$ cat src/sv/bpc_pkg.sv
// Shared types, constants and fixed-point helpers for the barometer compensation block.
// No dependencies.
package bpc_pkg;

    localparam int PRESSURE_FRAC_BITS = 6;
    localparam int TEMP_FRAC_BITS     = 8;
    localparam int Q_T                = 48;
    localparam int Q_W                = 40;
    localparam int STAGES             = 13;
    localparam int CFG_W              = 48;

    localparam logic [1:0] REG_TEMP_TRIM   = 2'd0;
    localparam logic [1:0] REG_PRES_SENS   = 2'd1;
    localparam logic [1:0] REG_PRES_OFFSET = 2'd2;
    localparam logic [1:0] REG_PRES_QUAD   = 2'd3;

    localparam logic [6:0] SH_TQ   = 7'(Q_T - Q_W);
    localparam logic [6:0] SH_TOUT = 7'(Q_T - TEMP_FRAC_BITS);
    localparam logic [6:0] SH_POUT = 7'(Q_W - PRESSURE_FRAC_BITS);
    localparam logic [6:0] SH_QW   = 7'(Q_W);

    localparam logic signed [60:0] TNUM_MIN = -(61'sd50 <<< Q_T);
    localparam logic signed [60:0] TNUM_MAX = 61'sd100 <<< Q_T;
    localparam logic signed [63:0] COMP_MIN = 64'sd30000 <<< Q_W;
    localparam logic signed [63:0] COMP_MAX = 64'sd125000 <<< Q_W;

    typedef struct packed {
        logic [23:0] pressure_raw;
        logic [23:0] temperature_raw;
    } in_t;

    typedef struct packed {
        logic [22:0]        pressure_out;
        logic signed [15:0] temperature_out;
        logic               result_valid;
    } out_t;

    // decoded trim words
    typedef struct packed {
        logic [15:0]        t1;
        logic [15:0]        t2;
        logic signed [7:0]  t3;
        logic signed [16:0] p1s;   // p1 - 2^14
        logic signed [16:0] p2s;   // p2 - 2^14
        logic signed [7:0]  p3;
        logic signed [7:0]  p4;
        logic [15:0]        p5;
        logic [15:0]        p6;
        logic signed [7:0]  p7;
        logic signed [7:0]  p8;
        logic signed [15:0] p9;
        logic signed [7:0]  p10;
        logic signed [7:0]  p11;
    } trim_t;

    // wide product split over two stages: sign and four 32x32 partial products
    typedef struct packed {
        logic        neg;
        logic [63:0] ll;
        logic [63:0] lh;
        logic [63:0] hl;
        logic [63:0] hh;
    } parts_t;

    // round(a*b / 2^s) on the magnitude, ties away from zero
    function automatic logic signed [63:0] mul_shr(input logic signed [63:0] a,
                                                   input logic signed [63:0] b,
                                                   input logic [6:0] s);
        logic         neg;
        logic [63:0]  ua;
        logic [63:0]  ub;
        logic [127:0] prod;
        logic [127:0] rnd;
        logic [62:0]  r;
        neg  = a[63] ^ b[63];
        ua   = a[63] ? 64'(-a) : 64'(a);
        ub   = b[63] ? 64'(-b) : 64'(b);
        prod = {64'd0, ua} * {64'd0, ub};
        rnd  = prod + (128'd1 << (s - 7'd1));
        r    = 63'(rnd >> s);
        return neg ? -$signed({1'b0, r}) : $signed({1'b0, r});
    endfunction

    // first half of a wide rounded product
    function automatic parts_t mul_parts(input logic signed [63:0] a,
                                         input logic signed [63:0] b);
        parts_t      p;
        logic [63:0] ua;
        logic [63:0] ub;
        ua    = a[63] ? 64'(-a) : 64'(a);
        ub    = b[63] ? 64'(-b) : 64'(b);
        p.neg = a[63] ^ b[63];
        p.ll  = {32'd0, ua[31:0]} * {32'd0, ub[31:0]};
        p.lh  = {32'd0, ua[31:0]} * {32'd0, ub[63:32]};
        p.hl  = {32'd0, ua[63:32]} * {32'd0, ub[31:0]};
        p.hh  = {32'd0, ua[63:32]} * {32'd0, ub[63:32]};
        return p;
    endfunction

    // second half: sum the partial products, round at bit s, restore the sign
    function automatic logic signed [63:0] parts_round(input parts_t p,
                                                       input logic [6:0] s);
        logic [127:0] sum;
        logic [62:0]  r;
        sum = {64'd0, p.ll} + {32'd0, p.lh, 32'd0} + {32'd0, p.hl, 32'd0}
            + {p.hh, 64'd0} + (128'd1 << (s - 7'd1));
        r   = 63'(sum >> s);
        return p.neg ? -$signed({1'b0, r}) : $signed({1'b0, r});
    endfunction

    // floor((x + 2^(s-1)) / 2^s)
    function automatic logic signed [63:0] round_shr(input logic signed [63:0] x,
                                                     input logic [6:0] s);
        logic signed [63:0] y;
        y = x + $signed(64'd1 << (s - 7'd1));
        return y >>> s;
    endfunction

endpackage

$ cat src/sv/bpc_trim_regs.sv
// Trim register file: holds the four calibration words and decodes their fields.
// Depends on bpc_pkg.
module bpc_trim_regs (
    input  logic                       clk,
    input  logic                       rst_n,
    input  logic                       cfg_we,
    input  logic [1:0]                 cfg_addr,
    input  logic [bpc_pkg::CFG_W-1:0]  cfg_wdata,
    output bpc_pkg::trim_t             trim
);

    logic [39:0] temp_trim_reg;
    logic [47:0] sens_trim_reg;
    logic [47:0] offset_trim_reg;
    logic [31:0] quad_trim_reg;

    always_ff @(posedge clk or negedge rst_n)
    begin
        if (!rst_n)
        begin
            temp_trim_reg   <= '0;
            sens_trim_reg   <= '0;
            offset_trim_reg <= '0;
            quad_trim_reg   <= '0;
        end
        else if (cfg_we)
        begin
            case (cfg_addr)
                bpc_pkg::REG_TEMP_TRIM:   temp_trim_reg   <= cfg_wdata[39:0];
                bpc_pkg::REG_PRES_SENS:   sens_trim_reg   <= cfg_wdata[47:0];
                bpc_pkg::REG_PRES_OFFSET: offset_trim_reg <= cfg_wdata[47:0];
                bpc_pkg::REG_PRES_QUAD:   quad_trim_reg   <= cfg_wdata[31:0];
                default: ;
            endcase
        end
    end

    always_comb
    begin
        trim.t1  = temp_trim_reg[15:0];
        trim.t2  = temp_trim_reg[31:16];
        trim.t3  = $signed(temp_trim_reg[39:32]);
        trim.p1s = 17'($signed(sens_trim_reg[15:0])) - 17'sd16384;
        trim.p2s = 17'($signed(sens_trim_reg[31:16])) - 17'sd16384;
        trim.p3  = $signed(sens_trim_reg[39:32]);
        trim.p4  = $signed(sens_trim_reg[47:40]);
        trim.p5  = offset_trim_reg[15:0];
        trim.p6  = offset_trim_reg[31:16];
        trim.p7  = $signed(offset_trim_reg[39:32]);
        trim.p8  = $signed(offset_trim_reg[47:40]);
        trim.p9  = $signed(quad_trim_reg[15:0]);
        trim.p10 = $signed(quad_trim_reg[23:16]);
        trim.p11 = $signed(quad_trim_reg[31:24]);
    end

endmodule

$ cat config.mk
export PLATFORM = sky130hd
export DESIGN_NAME = bpc_trim_regs
export DESIGN_NICKNAME = d
export VERILOG_FILES = /design/src/sv/bpc_pkg.sv /design/src/sv/bpc_trim_regs.sv
export SDC_FILE = /design/constraint.sdc
export NUM_CORES = 1
export LEC_CHECK = 0
export BUFFER_PORTS_ARGS = -buffer_cell sky130_fd_sc_hd__buf_2
export CORE_UTILIZATION = 35
export CTS_BUF_LIST = sky130_fd_sc_hd__clkbuf_16
export DETAILED_ROUTE_END_ITERATION = 8
export GPL_TIMING_DRIVEN = 0
export PLACE_DENSITY = 0.64
export SLEW_MARGIN = 25
export SYNTH_ARGS = -nofsm -noshare
export SYNTH_HDL_FRONTEND = slang
export SYNTH_SLANG_ARGS = --single-unit
$ cat constraint.sdc
create_clock -name clk -period 0.8 [get_ports clk]
set_clock_uncertainty 0.05 [all_clocks]
set_input_delay 0.12 -clock clk [delete_from_list [all_inputs] [get_ports clk]]
set_output_delay 0.12 -clock clk [all_outputs]
set_load 0.005 [all_outputs]
==> flow_summary.yaml, run 1 <==
final_layout:
  layout_commonest_cell: "dfrtp_1"
  final_area_mm2: 0.0112
  fin_nets: 832
  final_cell_mix: "168 x dfrtp_1, 166 x buf_2, 140 x buf_6, 134 x mux2_4, 41 x dlygate4sd3_1"
  area_growth_pct: 69.0
  stdcell_count: 1018
  fin_util_pct: 61.2
  drive_gt1_share_pct: 72.1
  diodes: 0
route:
  vias_per_cell: 4.64
  wl_per_cell_um: 18.5
  top_layer: "met4"
  wl_met2_um: 9520
  ant_nets: 0
  wl_met3_um: 926
  drt_wl_total_um: 18900
  wl_met1_um: 8010
  routed-via-count: 4723
  first_pass_iters: 4
  drc: 0
  drtIter0Drc: 119
run:
  maxCapViolations: 0
critical_path:
  arrival_ns: 1.23
  path_max_fanout: 2
  slowest_stage: "dfrtp_1"
  crit_path_end_kind: "primary output"
  max_stage_delay_ns: 0.35
  required_ns: 0.63
  crit_chain: "inv_1 -> ha_1 -> buf_2"
  path_buf_inv: 2
  critPathKind: "reg2out"
  path_delay_family: "flip-flops"
  start_kind: "register"
yosys:
  synth_fp_nets: 464
  netlist_area_mm2: 0.00662
  yosysSeqAreaShare_pct: 63.5
  ys_types: 11
  yosysWarnings: 0
  syn_area_per_cell_um2: 16.2
  synth_cells: 409
  ys_seq_elements: 168
power_and_ir_drop:
  p_comb_share_pct: 30.0
  seqPwrFrac_pct: 39.7
  internal-power_mw: 21.2
  peakVddDrop_v: 0.00145
  p_sw_share_pct: 24.6
  p_per_area_mw_per_mm2: 2510
  clkPwrFrac_pct: 30.3
  power_leakage_nw: 5.76
  p_sw_mw: 6.89
place:
  io_buffers: 222
  dp.cells: 861
  gp_congestion: 0.759
  placed_cell_area_mm2: 0.00824
  hpwlAfterDp_um: 10800
clock_tree:
  cts.htree.levels: 4
  clk_pin_slew_ns: 0.07
  root_buffer: "clkbuf_16"
  cts_tree: "yes"
  cts_sinks: 168
  postCtsHoldBufs: 41
  insertion_delay_ns: 0.41
  cts_buffers: 17
  clockBufferDepth: 2
sta:
  fin_hold_ws_ns: -0.387
  fin_crit_sh_pct: 175
  max-slew-margin-rel_pct: 57.6
  setup_viol: 325
  report.final.slew_viol_count: 0
  finalWorstSetupSlack_ns: -0.598
  finalHoldViolCount: 108
  rsz0062_at_grt: "yes"
  fin_tns_setup_ns: -68.40
  min_period_ns: 1.40
  max_freq_mhz: 715
  worstMarginPinSlew_ns: 0.637
floorplanning:
  start_util_pct: 36.2
  die_x_um: 139
  die-area_mm2: 0.0195
  row_count: 49
  core_mm2: 0.0183
  die_height_um: 139
  io_pins: 223
outcome:
  status: "finished, violations left"
  violations: "negative hold slack, negative setup slack"
grt:
  grt_max_degree: 89
  grt_pass1_wl_um: 28400
  antenna_found_initial: 0
  grt_overflow: 0
  grt_pass1_vias: 5037
  track_usage_pct: 19.1
min_path:
  hold_class: "in2async"
power groups by stage:
stage                     Sequential [mW]  Clock (mW)  Combinational [mW]
after floorplan                      11.1           0                2.54
after global placement               11.0           0                5.03
after CTS                            11.0        8.72                7.42
after detailed placement             11.1           0                5.15
final                                11.1        8.49                8.41
after global routing                 11.3        9.11                8.95
worst reg2reg max path, delay by kind of cell, from the launching register on:
family | cells | cell delay, ns
muxes | 1 | 0.24
DFF | 1 | 0.39
buffers and inverters | 2 | 0.23
logic make-up after synthesis:
kind of cell             share of synthesized area (%)
adder cells (fa/ha/maj)                          0.378
multiplexers                                      28.6
buffers and inverters                             7.00
AND/OR/NAND/NOR                                  0.492
flip-flops                                        63.5
routing by layer:
metal,vias to the layer above,track usage (%)
li1,2112,-
met1,2424,23.8
met2,161,32.2
met3,26,4.27
met4,0,7.60
met5,-,0
cell usage after synthesis (all sizes together):
master	number	area, um^2
buf	61	440
dfrtp	168	4200
ha	2	25.0
inv	6	22.5
mux2	168	1890
nand3	1	5.00
nand3b	2	15.0
nor3b	1	12.5
final timing paths:
path	startpoint	endpoint	slack [ns]	depth (start not counted)
setup / recovery	sens_trim_reg[15]$_DFFE_PN0P_	trim[128]	-0.60	3
hold / removal	rst_n	sens_trim_reg[47]$_DFFE_PN0P_	-0.39	1
setup reg to reg	sens_trim_reg[14]$_DFFE_PN0P_	sens_trim_reg[14]$_DFFE_PN0P_	-0.22	3
hold reg to reg	temp_trim_reg[11]$_DFFE_PN0P_	temp_trim_reg[11]$_DFFE_PN0P_	0.45	1
max in group asynchronous	rst_n	sens_trim_reg[23]$_DFFE_PN0P_	0.24	2
min in group clk	cfg_wdata[0]	temp_trim_reg[0]$_DFFE_PN0P_	-0.05	2
through the flow:
stage	hold slack [ns]	power (mW)	setup WS (ns)
floorplan	-0.226	13.6	-0.243
global placement	0.316	16.0	-2.86
detailed placement	0.100	16.2	-0.593
CTS	-0.356	27.2	-0.622
global route	-0.329	29.4	-0.656
finish	-0.387	28.1	-0.598
area by class of cell:
class / count / area, um^2
fill: 1382 / 7090
sequential: 168 / 4200
timing repair buffer: 350 / 2860
multi-input combinational: 174 / 2470
buffer: 60 / 736
clock buffer: 17 / 425
tap: 229 / 287
clock inverter: 14 / 181
inverter: 6 / 25.0
repair_timing:
action | in CTS | in global routing
setup endpoints to repair | 310 | 338
endpoints found under the hold margin | 248 | 108
pin swaps | 2 | 1
resized for setup | 216 | 70
buffers inserted | 46 | 60
gates cloned | 7 | 1
No activity file was read; power rests on OpenSTA's default activity.
==> inputs of run 2 (changes only) <==
Settings changed: ABC_CLOCK_PERIOD_IN_PS set to 800, SKIP_LAST_GASP set to 1.
==> flow_summary.yaml, run 2 (same netlist as run 1, synthesis figures left out) <==
run:
  maxCapViolations: 0
sta:
  finalWorstSetupSlack_ns: -0.600
  finalHoldViolCount: 112
  max-slew-margin-rel_pct: 58.0
  fin_hold_ws_ns: -0.388
  worstMarginPinSlew_ns: 0.630
  report.final.slew_viol_count: 0
  fin_crit_sh_pct: 175
  rsz0062_at_grt: "yes"
  max_freq_mhz: 714
  min_period_ns: 1.40
  setup_viol: 330
final_layout:
  final_area_mm2: 0.0113
  multiInputGateArea_mm2: 0.00251
  drive_gt1_share_pct: 72.2
  area_growth_pct: 70.7
  fin_nets: 832
  final_cell_mix: "168 x dfrtp_1, 167 x buf_2, 144 x mux2_4, 142 x buf_6, 40 x dlygate4sd3_1"
  diodes: 0
  layout_commonest_cell: "dfrtp_1"
  nFillCells: 1369
  regArea_mm2: 0.00420
floorplanning:
  row_count: 49
  start_util_pct: 36.2
  die-area_mm2: 0.0195
  die_x_um: 139
  die_height_um: 139
  io_pins: 223
  core_mm2: 0.0183
place:
  hpwlAfterDp_um: 10800
  placed_cell_area_mm2: 0.00824
  gp_congestion: 0.759
  io_buffers: 222
grt:
  antenna_found_initial: 0
  grt_max_degree: 89
  grt_pass1_wl_um: 28200
  grt_pass1_vias: 5021
  gr-usage-met1_pct: 23.5
  top_usage_layer: "met2"
  use_met3_pct: 4.30
  grt_util_met2_pct: 32.1
  track_usage_pct: 19.0
  grt_overflow: 0
route:
  vias_per_cell: 4.66
  routed-via-count: 4743
  first_pass_iters: 4
  drtIter0Drc: 107
  wl_per_cell_um: 18.6
  drc: 0
  drt_wl_total_um: 19000
  ant_nets: 0
clock_tree:
  cts.htree.levels: 4
  clk_pin_slew_ns: 0.06
  postCtsHoldBufs: 40
  cts_sinks: 168
  cts_tree: "yes"
  cts_buffers: 17
  clockBufferDepth: 2
  root_buffer: "clkbuf_16"
  insertion_delay_ns: 0.41
power_and_ir_drop:
  power_leakage_nw: 5.85
  p_per_area_mw_per_mm2: 2490
  peakVddDrop_v: 0.00145
critical_path:
  start_kind: "register"
  required_ns: 0.63
  path_max_fanout: 2
  arrival_ns: 1.23
  crit_path_end_kind: "primary output"
  critPathKind: "reg2out"
outcome:
  violations: "negative hold slack, negative setup slack"
  status: "finished, violations left"
min_path:
  hold_class: "in2async"
==> run 2: per-stage QoR <==
| step | power (mW) | TNS, ns | util (%) | setup WS [ns] | std cells |
|---|---|---|---|---|---|
| after floorplan | 13.6 | -28.80 | - | -0.243 | 409 |
| after global placement | 16.0 | -556.85 | 44.9 | -2.86 | 860 |
| after detailed placement | 16.2 | -105.81 | 45.1 | -0.593 | 861 |
| after CTS | 27.0 | -66.81 | 58.0 | -0.622 | 985 |
| after global routing | 29.4 | -80.70 | 61.8 | -0.655 | 1018 |
| final | 28.1 | -71.01 | 61.8 | -0.600 | 1018 |
==> run 2: final timing paths <==
kind / from / end / slack (ns) / depth (start not counted)
setup / recovery: sens_trim_reg[15]$_DFFE_PN0P_ / trim[128] / -0.60 / 3
hold / removal: rst_n / offset_trim_reg[3]$_DFFE_PN0P_ / -0.39 / 1
setup reg to reg: sens_trim_reg[14]$_DFFE_PN0P_ / sens_trim_reg[14]$_DFFE_PN0P_ / -0.23 / 3
hold reg to reg: temp_trim_reg[11]$_DFFE_PN0P_ / temp_trim_reg[11]$_DFFE_PN0P_ / 0.45 / 1
max in group asynchronous: rst_n / sens_trim_reg[24]$_DFFE_PN0P_ / 0.22 / 2
min in group clk: cfg_wdata[21] / quad_trim_reg[21]$_DFFE_PN0P_ / -0.05 / 2
==> run 2: timing repair <==
action / 4_1_cts / 5_1_grt
hold endpoints to repair: 248 / 112
pin swaps: 2 / 1
setup buffers: 46 / 60
cloned: 7 / 3
setup endpoints to repair: 310 / 338
resized for setup: 194 / 106
==> run 2: layer usage <==
layer / up-vias / part of all wire [%]
met1: 2451 / 44
met5: - / 0
li1: 2108 / -
met4: 0 / 2.2
met3: 28 / 4.9
met2: 156 / 49
==> run 2: critical path: stages, from the launching register on <==
cell and delay (ns):
dfrtp_1 0.35, inv_1 0.05, ha_1 0.28, buf_2 0.14
==> run 2: final cells by class <==
type / count / share of cell area (%)
Sequential cell: 168 / 37.2
Timing Repair Buffer: 350 / 25.8
Multi-Input combinational cell: 174 / 22.2
Buffer: 60 / 6.63
Clock buffer: 17 / 3.77
Tap cell: 229 / 2.54
Clock inverter: 14 / 1.61
Inverter: 6 / 0.199
==> run 2: where the power goes <==
part	switching, mW	internal, mW
Combinational	2.55	5.88
Sequential	1.03	10.1
Clock	3.32	5.19
Total	6.91	21.2
==> inputs of run 3 (changes only) <==
Settings changed: CELL_PAD_IN_SITES_DETAIL_PLACEMENT set to 0, CELL_PAD_IN_SITES_GLOBAL_PLACEMENT set to 1, GPL_ROUTABILITY_DRIVEN set to 0, PLACE_DENSITY 0.64 to 0.73.
==> flow_summary.yaml, run 3 (same netlist as run 1, synthesis figures left out) <==
final_layout:
  diodes: 0
  drive_gt1_share_pct: 71.9
  area_growth_pct: 69.9
  fin_nets: 826
  fin_util_pct: 61.5
  final_cell_mix: "168 x dfrtp_1, 165 x buf_2, 148 x mux2_4, 130 x buf_6, 45 x dlygate4sd3_1"
  layout_commonest_cell: "dfrtp_1"
  nFillCells: 1382
critical_path:
  path_buf_inv: 2
  required_ns: 0.63
  start_kind: "register"
  crit_path_end_kind: "primary output"
  arrival_ns: 1.23
  max_stage_delay_ns: 0.34
  r2r_slack_ns: -0.23
  critPathKind: "reg2out"
  slowest_stage: "dfrtp_1"
  path_max_fanout: 2
  crit_chain: "inv_1 -> ha_1 -> buf_2"
  path_delay_family: "flip-flops"
power_and_ir_drop:
  power_leakage_nw: 5.79
  peakVddDrop_v: 0.00146
  p_per_area_mw_per_mm2: 2470
sta:
  fin_tns_setup_ns: -67.52
  setup_viol: 335
  max_freq_mhz: 714
  report.final.slew_viol_count: 0
  rsz0062_at_grt: "yes"
  max-slew-margin-rel_pct: 59.2
  finalWorstSetupSlack_ns: -0.601
  fin_crit_sh_pct: 175
  worstMarginPinSlew_ns: 0.612
  fin_hold_ws_ns: -0.382
  min_period_ns: 1.40
  finalHoldViolCount: 91
route:
  wl_per_cell_um: 18.1
  drt_wl_total_um: 18300
  drtIter0Drc: 131
  ant_nets: 0
  routed-via-count: 4615
  drc: 0
  first_pass_iters: 4
  vias_per_cell: 4.56
clock_tree:
  root_buffer: "clkbuf_16"
  clockBufferDepth: 2
  insertion_delay_ns: 0.41
  postCtsHoldBufs: 45
  cts_buffers: 17
  cts_tree: "yes"
  clk_pin_slew_ns: 0.06
  cts.htree.levels: 4
  cts_sinks: 168
floorplanning:
  start_util_pct: 36.2
  row_count: 49
  die-area_mm2: 0.0195
  core_mm2: 0.0183
  die_x_um: 139
  io_pins: 223
  die_height_um: 139
grt:
  grt_max_degree: 90
  grt_pass1_vias: 5037
  track_usage_pct: 18.7
  grt_overflow: 0
  grt_pass1_wl_um: 27800
  antenna_found_initial: 0
place:
  dp_slack_ns: -0.621
  hpwlAfterDp_um: 10800
  io_buffers: 222
min_path:
  hold_class: "in2async"
run:
  maxCapViolations: 0
outcome:
  violations: "negative hold slack, negative setup slack"
  status: "finished, violations left"
[run 3: cell types whose count changed in the layout (fill, tap and decap cells not counted), sizes merged]
cell | before | now
bufinv | 4 | 3
clkinvlp | 1 | 3
dlygate4sd3 | 40 | 45
clkbuf | 20 | 21
buf | 367 | 355
[run 3: worst paths after layout]
check	depth (start not counted)	start	endpoint
hold reg to reg	1	offset_trim_reg[36]$_DFFE_PN0P_	offset_trim_reg[36]$_DFFE_PN0P_
setup reg to reg	3	sens_trim_reg[30]$_DFFE_PN0P_	sens_trim_reg[30]$_DFFE_PN0P_
setup / recovery	3	sens_trim_reg[31]$_DFFE_PN0P_	trim[111]
hold / removal	1	rst_n	offset_trim_reg[4]$_DFFE_PN0P_
max in group asynchronous	2	rst_n	sens_trim_reg[24]$_DFFE_PN0P_
min in group clk	2	cfg_wdata[3]	sens_trim_reg[3]$_DFFE_PN0P_
[run 3: area by class of cell]
cell class / count / area (um^2) / share of cell area [%]
Sequential cell: 168 / 4200 / 37.4
Clock buffer: 17 / 425 / 3.78
Inverter: 6 / 22.5 / 0.200
Tap cell: 229 / 287 / 2.55
Clock inverter: 15 / 175 / 1.56
Timing Repair Buffer: 343 / 2810 / 25.0
Multi-Input combinational cell: 174 / 2540 / 22.6
Buffer: 61 / 782 / 6.96
[run 3: report_power, final]
group          internal (mW)  leakage, nW  total, mW  switching [mW]
Sequential              10.1         1.99       11.1            1.01
Clock                   4.92        0.287       8.39            3.47
Combinational           5.72         3.52       8.21            2.49
Total                   20.8         5.79       27.7            6.96
[run 3: per-stage QoR]
| step | instances | total power, mW | area, um^2 |
|---|---|---|---|
| detailed placement | 861 | 16.2 | 8240 |
| floorplan | 409 | 13.6 | 6810 |
| CTS | 988 | 26.8 | 10600 |
| global route | 1013 | 29.1 | 11200 |
| finish | 1013 | 27.7 | 11200 |
| global placement | 860 | 16.0 | 8210 |
[run 3: timing repair]
action / 4_1_cts / 5_1_grt
pin swaps: 2 / 4
buffers inserted: 44 / 44
setup endpoints to repair: 313 / 337
cloned: 6 / 4
gates resized for setup: 184 / 112
endpoints found under the hold margin: 247 / 91
[run 3: metal layers]
layer	part of all wire (%)	track usage [%]	vias up	wire length (um)
li1	-	-	2096	-
met1	45	23.5	2372	8170
met2	50	31.4	133	9090
met3	4.5	4.65	14	820
met4	1.2	6.14	0	214
met5	0	0	-	0
